### src/design/fet_pkg.sv
`timescale 1ns / 1ps
// fet_pkg: widths, command and status types, and elaboration-time fixed point math
// for the fisher exact test core; no dependencies
package fet_pkg;

	localparam int MAX_N_DEF = 1023;
	localparam int CNT_W     = 10;   // one table cell
	localparam int MRG_W     = 11;   // row or column sum
	localparam int TOT_W     = 12;   // sum of all four cells
	localparam int LNF_W     = 44;   // ln(k!) in Q.24, covers k up to 65535
	localparam int LS_W      = 48;   // signed log sum
	localparam int TERM_W    = 33;   // one probability term, 1.0 is 2^32
	localparam int SUM_W     = 45;   // unsaturated p-value sum
	localparam int P_W       = 32;
	localparam int ODDS_W    = 20;
	localparam int WALK_W    = 11;
	localparam int WCNT_W    = 12;   // walked counter before truncation
	localparam int IN_W      = 40;
	localparam int OUT_W     = 152;

	// rom address source
	typedef enum logic [1:0] {
		ASEL_MARG,
		ASEL_TOTAL,
		ASEL_WALK
	} asel_t;

	typedef struct packed {
		logic  load;
		logic  setup;
		asel_t asel;
		logic  cap_sum4;
		logic  cap_marg;
		logic  cap_obs;
		logic  cap_lp;
		logic  x_to_ca;
		logic  x_to_lo;
		logic  x_inc;
		logic  exp_start;
		logic  acc;
		logic  out_load;
	} cmd_t;

	typedef struct packed {
		logic too_large;
		logic x_last;
		logic exp_done;
		logic out_busy;
	} sts_t;

	// floor(x * y / 2^60), truncated to 64 bits
	function automatic logic [63:0] mul_q60(input logic [63:0] x, input logic [63:0] y);
		logic [127:0] p;
		p = {64'd0, x} * {64'd0, y};
		return p[123:60];
	endfunction

	// shift-subtract unsigned division
	function automatic logic [63:0] udiv64(input logic [63:0] num, input logic [63:0] den);
		logic [64:0] rem;
		logic [63:0] q;
		int i;
		rem = '0;
		q   = '0;
		for (i = 63; i >= 0; i--) begin
			rem = {rem[63:0], num[i]};
			if (rem >= {1'b0, den}) begin
				rem  = rem - {1'b0, den};
				q[i] = 1'b1;
			end
		end
		return q;
	endfunction

	// floor(num * 2^60 / den) for num < den
	function automatic logic [63:0] frac_div_q60(input logic [63:0] num, input logic [63:0] den);
		logic [63:0] rem;
		logic [63:0] q;
		int i;
		rem = num;
		q   = '0;
		for (i = 0; i < 60; i++) begin
			rem = rem << 1;
			q   = q << 1;
			if (rem >= den) begin
				rem = rem - den;
				q   = q | 64'd1;
			end
		end
		return q;
	endfunction

	// 2*atanh(z) in Q60 by its odd power series
	function automatic logic [63:0] two_atanh_q60(input logic [63:0] z);
		logic [63:0] z2;
		logic [63:0] pw;
		logic [63:0] s;
		logic [63:0] k;
		z2 = mul_q60(z, z);
		pw = z;
		s  = '0;
		k  = 64'd1;
		while (pw != 64'd0 && k < 64'd200) begin
			s  = s + udiv64(pw, k);
			pw = mul_q60(pw, z2);
			k  = k + 64'd2;
		end
		return s << 1;
	endfunction

	localparam logic [63:0] LN2_Q60 = two_atanh_q60(frac_div_q60(64'd1, 64'd3));
	localparam logic [63:0] LN2_Q56 = LN2_Q60 >> 4;

endpackage

### src/design/fet_ctrl.sv
`timescale 1ns / 1ps
// fet_ctrl: sequencer for setup, observed log sum and the table walk
// depends on fet_pkg for the command and status types
module fet_ctrl (
	input  logic           clk,
	input  logic           arst_n,
	input  logic           s_tvalid,
	output logic           s_tready,
	output fet_pkg::cmd_t  cmd,
	input  fet_pkg::sts_t  sts
);

	typedef enum logic [3:0] {
		S_IDLE,
		S_CHK,
		S_MRD1,
		S_MRD2,
		S_MCAP,
		S_OLOOK,
		S_OADD,
		S_ODIFF,
		S_LOOK,
		S_ADD,
		S_DIFF,
		S_EXP,
		S_EXPW,
		S_FIN
	} st_t;

	st_t state_q;

	// state register
	always_ff @(posedge clk or negedge arst_n) begin
		if (!arst_n) begin
			state_q <= S_IDLE;
		end else begin
			case (state_q)
				S_IDLE:  if (s_tvalid) state_q <= S_CHK;
				S_CHK:   state_q <= sts.too_large ? S_FIN : S_MRD1;
				S_MRD1:  state_q <= S_MRD2;
				S_MRD2:  state_q <= S_MCAP;
				S_MCAP:  state_q <= S_OLOOK;
				S_OLOOK: state_q <= S_OADD;
				S_OADD:  state_q <= S_ODIFF;
				S_ODIFF: state_q <= S_LOOK;
				S_LOOK:  state_q <= S_ADD;
				S_ADD:   state_q <= S_DIFF;
				S_DIFF:  state_q <= S_EXP;
				S_EXP:   state_q <= S_EXPW;
				S_EXPW: begin
					if (sts.exp_done) begin
						state_q <= sts.x_last ? S_FIN : S_LOOK;
					end
				end
				S_FIN:   if (!sts.out_busy) state_q <= S_IDLE;
				default: state_q <= S_IDLE;
			endcase
		end
	end

	// command decode
	always_comb begin
		cmd      = '0;
		cmd.asel = fet_pkg::ASEL_WALK;
		case (state_q)
			S_IDLE:  cmd.load = s_tvalid;
			S_CHK:   cmd.setup = 1'b1;
			S_MRD1:  cmd.asel = fet_pkg::ASEL_MARG;
			S_MRD2: begin
				cmd.asel     = fet_pkg::ASEL_TOTAL;
				cmd.cap_sum4 = 1'b1;
			end
			S_MCAP: begin
				cmd.cap_marg = 1'b1;
				cmd.x_to_ca  = 1'b1;
			end
			S_OADD:  cmd.cap_sum4 = 1'b1;
			S_ODIFF: begin
				cmd.cap_obs = 1'b1;
				cmd.x_to_lo = 1'b1;
			end
			S_ADD:   cmd.cap_sum4 = 1'b1;
			S_DIFF:  cmd.cap_lp = 1'b1;
			S_EXP:   cmd.exp_start = 1'b1;
			S_EXPW: begin
				cmd.acc   = sts.exp_done;
				cmd.x_inc = sts.exp_done && !sts.x_last;
			end
			S_FIN:   cmd.out_load = !sts.out_busy;
			default: cmd.asel = fet_pkg::ASEL_WALK;
		endcase
	end

	assign s_tready = state_q == S_IDLE;

endmodule

### config.mk
export PLATFORM = sky130hd
export DESIGN_NAME = fet_ctrl
export DESIGN_NICKNAME = d
export VERILOG_FILES = /design/src/design/fet_pkg.sv /design/src/design/fet_ctrl.sv
export SDC_FILE = /design/constraint.sdc
export NUM_CORES = 1
export LEC_CHECK = 0
export BUFFER_PORTS_ARGS = -buffer_cell sky130_fd_sc_hd__buf_2
export CORE_AREA = 2 2 39 41
export DETAILED_ROUTE_END_ITERATION = 12
export DIE_AREA = 0 0 41 43
export GPL_ROUTABILITY_DRIVEN = 0
export HOLD_SLACK_MARGIN = 0.15
export PLACE_DENSITY_LB_ADDON = 0.05
export REMOVE_ABC_BUFFERS = 1
export SYNTH_ARGS = -nofsm -noshare
export SYNTH_HDL_FRONTEND = slang
export SYNTH_SLANG_ARGS = --single-unit
### constraint.sdc
create_clock -name clk -period 1.41 [get_ports clk]
set_input_delay 0.141 -clock clk [delete_from_list [all_inputs] [get_ports clk]]
set_output_delay 0.141 -clock clk [all_outputs]
set_load 0.02 [all_outputs]
Word-level counts from Yosys, hierarchy flattened
Index checks and enable logic that the tools add are counted.

operators by class
  equality and inequality tests = 16
  muxes and demuxes = 17
  reduce and logical (&&, ||, !) cells = 6

operators with widths
  kind                  number
  $pmux W4 S14          1
  $eq A4 B4 Y1 const B  6
  $eq A4 B3 Y1 const B  4
  $mux W4               4
  $mux W1               10
  $eq A4 B2 Y1 const B  2
  $ne A2 B2 Y1 const B  3
  $eq A4 B1 Y1 const B  1
  $logic_not A4 Y1      1
  $pmux W2 S2           1
  $mux W3               1
  $reduce_and A3 Y1     1
  $reduce_or A3 Y1      1
  $logic_not A1 Y1      2
  $logic_and A1 B1 Y1   1

storage, ports and cells
  register bits after elaboration = 4
  output and inout bits = 15
  logic and storage cells = 40

Logic depth before layout (Yosys ltp)
Gate-level depths: netlist of the first run.

  depth after elaboration = 3
  mapped depth = 5

Least setup slack after synthesis of the first run
Ideal clock, no wire load.

  path type = register to output
  start point = reg state_q[0]
  end point = out cmd[8] (netlist bit)
  data arrival time = 1.418 ns
  data required time = 1.269 ns
  path slack = -0.149 ns
  stages on the path, launching flop included = 4
  cells stage by stage = dfrtp_1 buf_6 nor3_1 buf_4

RTL lines
  element                   RTL line        text
  start: declaration        fet_ctrl.sv:30  st_t state_q;
  start signal: assignment  fet_ctrl.sv:39  S_CHK: state_q <= sts.too_large ? S_FIN : S_MRD1;
  start signal: assignment  fet_ctrl.sv:52  state_q <= sts.x_last ? S_FIN : S_LOOK;
  end: declaration          fet_ctrl.sv:9   output fet_pkg::cmd_t cmd,

==> impl_metrics.json, run 1 <==
{
  "fmax_mhz": 671.0,
  "ys_seq_elements": 4,
  "syn2layout_area_growth_pct": 92.52,
  "status": "finished with violations",
  "synthTopCellsByArea": "dfrtp_1, buf_4, nand2b_1",
  "initial_core_util_pct": 32.64,
  "leakage_nw": 0.3861,
  "drive_gt1_share_pct": 68.09,
  "async_reset_ff_share_pct": 100.0,
  "final-setup-viol-count": 5,
  "maxSlewHeadroom_pct": 83.53,
  "critPathKind": "reg2out",
  "final_area_sq_um": 869.6,
  "dieArea_sq_um": 1763,
  "clk_pin_slew_ns": 0.04,
  "ys_types": 25,
  "synth_edf_count": 0,
  "period_share_pct": 105.7,
  "end_kind": "primary output",
  "crit_family": "flip-flops",
  "synth.avg_cell_area_sq_um": 7.924,
  "ant_nets": 0,
  "power.density_nw_per_um2": 2473,
  "yosysTopAreaCellShare_pct": 22.16,
  "clk_path_buf_depth": 2,
  "required_ns": 1.27,
  "drtPass1Iterations": 4,
  "finalHoldViolCount": 0,
  "multi_input_area_sq_um": 366.6,
  "grt_remaining_overflow": 0,
  "viasPerCell": 5.018,
  "top_register": "state_q",
  "rows": 14,
  "largest_register_ffs": 4,
  "clock_latency_ns": 0.24,
  "hpwl_um": 872.3,
  "hp-class": "in2reg",
  "syn-cell-area_sq_um": 451.7,
  "slowest_stage": "dfrtp_2",
  "fill_cells": 121,
  "wl_per_cell_um": 12.60,
  "fin_cells": 110,
  "routed_wl_um": 1386,
  "cts_buffers": 3,
  "max_stage_delay_ns": 0.42,
  "rsz0062_at_grt": "true",
  "yosysMostFrequentCell": "nand2_1",
  "synthTopCellsByCount": "nand2_1, nor3_1",
  "syn_inst": 57,
  "top_regs": "state_q: 4 flops",
  "start_kind": "flop",
  "cts_root_buf": "clkbuf_4",
  "cts_tree": "yes",
  "drtIter0Drc": 8,
  "cts.sinks": 4,
  "yosys.area.top_type": "dfrtp_1",
  "crit_buf_inv": 2,
  "seq_area_sq_um": 103.9,
  "diodes": 0,
  "pin_count": 22,
  "grt_pass1_wl_um": 1980,
  "drv_slew": 0,
  "coreArea_sq_um": 1384,
  "dp.cells": 95,
  "synthFlopType": "dfrtp_1",
  "die_h_um": 43,
  "yosys_warnings": 0,
  "synth_sequential_area_ratio_pct": 22.16,
  "io_buffers": 21,
  "via_count": 552,
  "critPathMaxFanout": 6,
  "htree_levels": 1,
  "setup_slack_ns": -0.08028,
  "die_w_um": 41,
  "grt_pass1_vias": 469,
  "peakVddDrop_v": 0.0009695,
  "final_core_util_pct": 62.84,
  "placed_area_sq_um": 608.1,
  "nets": 103,
  "drv_cap": 0,
  "grt_max_degree": 11,
  "antenna_found_initial": 0,
  "tightest_slew_ns": 0.2449,
  "finalCriticalPeriod_ns": 1.490,
  "route.detailed.drc": 0,
  "skew_ns": 0.008189,
  "path_cells": "buf_12 -> nor4_4 -> nor2b_1 -> buf_4",
  "violations": "negative setup slack",
  "grt_util_all_layers_pct": 16.50,
  "critical_path_arrival_ns": 1.35
}
## worst register-to-register path, cell delays in order, from the launching register on
cell and delay, ns:
dfrtp_2 0.47, buf_6 0.15, buf_4 0.14, nor2b_1 0.11, o21ai_1 0.07, mux2_2 0.26
o31ai_1 0.08
## per-layer routing
metal	vias to the layer above	wire [um]	share of wire [%]	GRT usage, %
met5	-	0	0	0
met4	0	0	0	8.000
met3	0	38	2.7	3.141
met2	12	770	56	26.25
met1	257	577	42	20.06
li1	283	-	-	-
## final timing paths
check	slack, ns	start	cells past startpoint	to
max reg2reg	0.02	state_q[3]$_DFFE_PN0P_	6	state_q[2]$_DFFE_PN0P_
min	0.20	sts[0]	3	state_q[0]$_DFFE_PN0P_
max in group asynchronous	1.03	arst_n	2	state_q[2]$_DFFE_PN0P_
min reg2reg	0.64	state_q[1]$_DFFE_PN0P_	2	state_q[2]$_DFFE_PN0P_
min in group asynchronous	0.24	arst_n	2	state_q[1]$_DFFE_PN0P_
max	-0.08	state_q[1]$_DFFE_PN0P_	4	cmd[3]
## per-stage QoR
step           total power [mW]  hold WS [ns]  setup slack, ns  setup TNS (ns)
2_1_floorplan            0.9740       -0.1546          -0.3098          -1.137
3_3_place_gp              1.452      -0.05186          0.09516               0
3_5_place_dp              1.447      -0.05249          0.05692               0
4_1_cts                   1.943        0.1786         -0.09765         -0.3074
5_1_grt                   2.286        0.2019          -0.1307         -0.6284
6_report                  2.151        0.1976         -0.08028         -0.2011
## logic make-up (layout without fill, tap and decap cells)
family	Yosys count	after routing	synth area share [%]
buf+inv	9	46	12.74
mux	1	1	2.493
simple gates	26	26	34.35
xor+xnor	1	1	1.939
flops	4	4	22.16
compound gates	16	16	26.31
## report_power, final
group / leakage, nW / internal (mW) / switching (mW)
Sequential: 0.0445 / 0.186 / 0.111
Combinational: 0.328 / 0.883 / 0.830
Clock: 0.0138 / 0.0950 / 0.0450
Total: 0.386 / 1.16 / 0.986
## repair_timing
| action | in CTS | in global routing |
|---|---|---|
| resized for setup | 23 | 18 |
| cloned | 0 | 0 |
| hold buffers | 1 | 0 |
| setup buffers | 8 | 3 |
| endpoints found under the hold margin | 4 | 0 |
| pin swaps | 1 | 2 |
| endpoints found under the setup margin | 13 | 17 |
## layout make-up
| class | instances | share of cell area [%] |
|---|---|---|
| clock buffer | 3 | 2.590 |
| multi-input combinational | 44 | 42.16 |
| timing repair buffer | 40 | 39.71 |
| sequential | 4 | 11.94 |
| tap | 16 | 2.302 |
| inverter | 3 | 1.295 |
## cells in the final DEF, fill, tap and decap left out, types with 2 or more instances in the layout
cell type and count:
nand2_1 5, a21oi_1 4, nand2b_4 2, o21ai_0 4, buf_4 20, a31oi_1 2, buf_6 8, clkbuf_4 3
dfrtp_2 3, buf_2 8, nor2b_1 3, inv_1 2, nor4_4 2, nor3_2 4, nor2_1 2, nor2_4 2
buf_12 2
No activity file was read; power rests on OpenSTA's default activity.
==> run 2, diff against run 1 <==
Settings changed: ABC_AREA from default to 1.
==> run 2 against run 1 <==
Compared with the run above: the flow now finishes without violations; global-route usage is 1.9 points lower; critical endpoint is now cmd[13]; synthesized cell count rose by 26%; die area stayed put.
==> impl_metrics.json, run 2 <==
{
  "status": "finished, final reports clean",
  "synthTopCellsByCount": "nand2_1, inv_1, nor2_1",
  "hold_slack_ns": 0.2331,
  "pin_count": 22,
  "ys_seq_elements": 4,
  "worstRegToRegCells": 6,
  "nets": 109,
  "timing.rr.end": "state_q[2]$_DFFE_PN0P_",
  "r2r-start": "state_q[2]$_DFFE_PN0P_",
  "drv_slew": 0,
  "grt_remaining_overflow": 0,
  "htree_levels": 1,
  "synth_sequential_area_ratio_pct": 24.84,
  "hold_path_depth": 4,
  "peakVddDrop_v": 0.0008827,
  "tightest_slew_ns": 0.1821,
  "syn2layout_area_growth_pct": 59.94,
  "final_core_util_pct": 46.56,
  "synthTopCellsByArea": "dfrtp_1, nand2_1, inv_1",
  "finalCriticalPeriod_ns": 1.388,
  "critPathMaxFanout": 5,
  "cts_tree": "yes",
  "drtIter0Drc": 2,
  "grt_pass1_wl_um": 1745,
  "synth.avg_cell_area_sq_um": 5.596,
  "drtPass1Iterations": 2,
  "fmax_mhz": 720.5,
  "final-setup-viol-count": 0,
  "power_mw": 1.411,
  "initial_core_util_pct": 29.11,
  "routed_wl_um": 1030,
  "r2r_setup_slack_ns": 0.20,
  "end_kind": "primary output",
  "via_count": 511,
  "critPathKind": "reg2out",
  "cts_buffers": 3,
  "fill_cells": 154,
  "rows": 14,
  "top_regs": "state_q: 4 flops",
  "crit_family": "flip-flops",
  "top_register": "state_q",
  "rsz0062_at_grt": "true",
  "leakage_nw": 0.3997,
  "fin_setup_tns_ns": 0,
  "die_w_um": 41,
  "dp.cells": 108,
  "wl_per_cell_um": 8.879,
  "post-place-ws_ns": 0.1614,
  "synthFlopType": "dfrtp_1",
  "yosys_warnings": 0,
  "route.detailed.drc": 0,
  "drv_cap": 0,
  "finalHoldViolCount": 0,
  "diodes": 0,
  "skew_ns": 0.001911,
  "io_buffers": 21,
  "clk_pin_slew_ns": 0.04,
  "drive_gt1_share_pct": 51.00,
  "largest_register_ffs": 4,
  "path_cells": "nor2_4 -> inv_1 -> nor3_1 -> buf_2",
  "antenna_found_initial": 0,
  "grt_pass1_vias": 434,
  "yosysTopAreaCellShare_pct": 24.84,
  "crit_buf_inv": 2,
  "yosys.area.top_type": "dfrtp_1",
  "synth_edf_count": 0,
  "setup_slack_ns": 0.02214,
  "hp-class": "in2reg",
  "hpwl_um": 859.4,
  "cts_root_buf": "clkbuf_4",
  "final_common_cell": "buf_2",
  "async_reset_ff_share_pct": 100.0,
  "maxSlewHeadroom_pct": 87.79,
  "final_cell_mix": "buf_2, nand2_1, nor2_1, inv_1",
  "max_stage_delay_ns": 0.43,
  "clk_path_buf_depth": 2,
  "viasPerCell": 4.405,
  "yosysMostFrequentCell": "nand2_1",
  "period_share_pct": 98.43,
  "placed_area_sq_um": 520.5,
  "ys_types": 14,
  "cts.sinks": 4,
  "ant_nets": 0,
  "hold_end": "state_q[1]$_DFFE_PN0P_",
  "fin_cells": 116,
  "grt_util_all_layers_pct": 14.63,
  "grt_max_degree": 7,
  "power.density_nw_per_um2": 2189,
  "final_area_sq_um": 644.4,
  "start_kind": "flop",
  "clock_latency_ns": 0.23,
  "syn_inst": 72,
  "critical_path_arrival_ns": 1.25,
  "syn-cell-area_sq_um": 402.9,
  "required_ns": 1.27,
  "die_h_um": 43,
  "dieArea_sq_um": 1763,
  "hold_start": "sts[3]",
  "coreArea_sq_um": 1384,
  "slowest_stage": "dfrtp_2"
}
-- run 2: cell types whose count changed after synthesis, moves of 2 or more --
| cell | before | now |
|---|---|---|
| nand3_1 | 0 | 8 |
| nand2_1 | 6 | 17 |
| nor2_1 | 3 | 13 |
| inv_1 | 3 | 16 |
| buf_4 | 4 | 2 |
| o21ai_0 | 4 | 1 |
| nand2_2 | 0 | 2 |
| a31oi_1 | 2 | 0 |
| nor2b_1 | 3 | 0 |
| a21oi_1 | 4 | 1 |
| nand2b_1 | 4 | 0 |
-- run 2: report_power, final --
| part | leakage (nW) | switching, mW | internal, mW |
|---|---|---|---|
| logic | 0.341 | 0.596 | 0.374 |
| registers | 0.0447 | 0.120 | 0.185 |
| clock network | 0.0138 | 0.0407 | 0.0948 |
| total | 0.400 | 0.757 | 0.654 |
-- run 2: metal layers --
metal | global-route usage, % | vias to the layer above | wire length, um
met3 | 3.141 | 0 | 46
met4 | 8.000 | 0 | 0
met2 | 21.25 | 10 | 517
li1 | - | 273 | -
met5 | 0 | - | 0
met1 | 19.28 | 228 | 467
-- run 2: cell families (layout without fill, tap and decap cells) --
kind of cell	Yosys count	count (layout)	share of synthesized area, %
AND/OR/NAND/NOR	48	48	54.04
AO/OA/AOI/OAI	2	2	2.482
flip-flops	4	4	24.85
buffers and inverters	18	46	18.63
-- run 2: worst max path at each step --
stage / start / endpoint / slack (ns) / cells after the start
floorplan: state_q[2]$_DFFE_PN0P_ / cmd[9] / 0.006 / 5
global placement: state_q[0]$_DFFE_PN0P_ / cmd[13] / 0.19 / 4
detailed placement: state_q[0]$_DFFE_PN0P_ / cmd[13] / 0.16 / 4
CTS: state_q[3]$_DFFE_PN0P_ / cmd[6] / -0.0003 / 5
global route: state_q[1]$_DFFE_PN0P_ / cmd[3] / -0.06 / 4
finish: state_q[1]$_DFFE_PN0P_ / cmd[13] / 0.02 / 4
-- run 2: what timing repair did --
item,in CTS,in global routing
pin swaps,1,2
endpoints found under the setup margin,7,11
gates resized for setup,6,21
endpoints found under the hold margin,4,0
hold buffers,1,0
buffers inserted,1,3
-- run 2: final cells by class --
class                           instances  area [sq um]  area share (%)
Sequential cell                         4         105.1           16.31
Clock buffer                            3         22.52           3.495
Timing Repair Buffer                   27         166.4           25.83
Tap cell                               16         20.02           3.107
Multi-Input combinational cell         50         267.8           41.55
Inverter                               16         62.56           9.709
-- run 2: tightest hold or removal path: cells and delay by family --
family	cells	cell delay (ns)
and+or+nand+nor	3	0.18
buffers and inverters	1	0.09
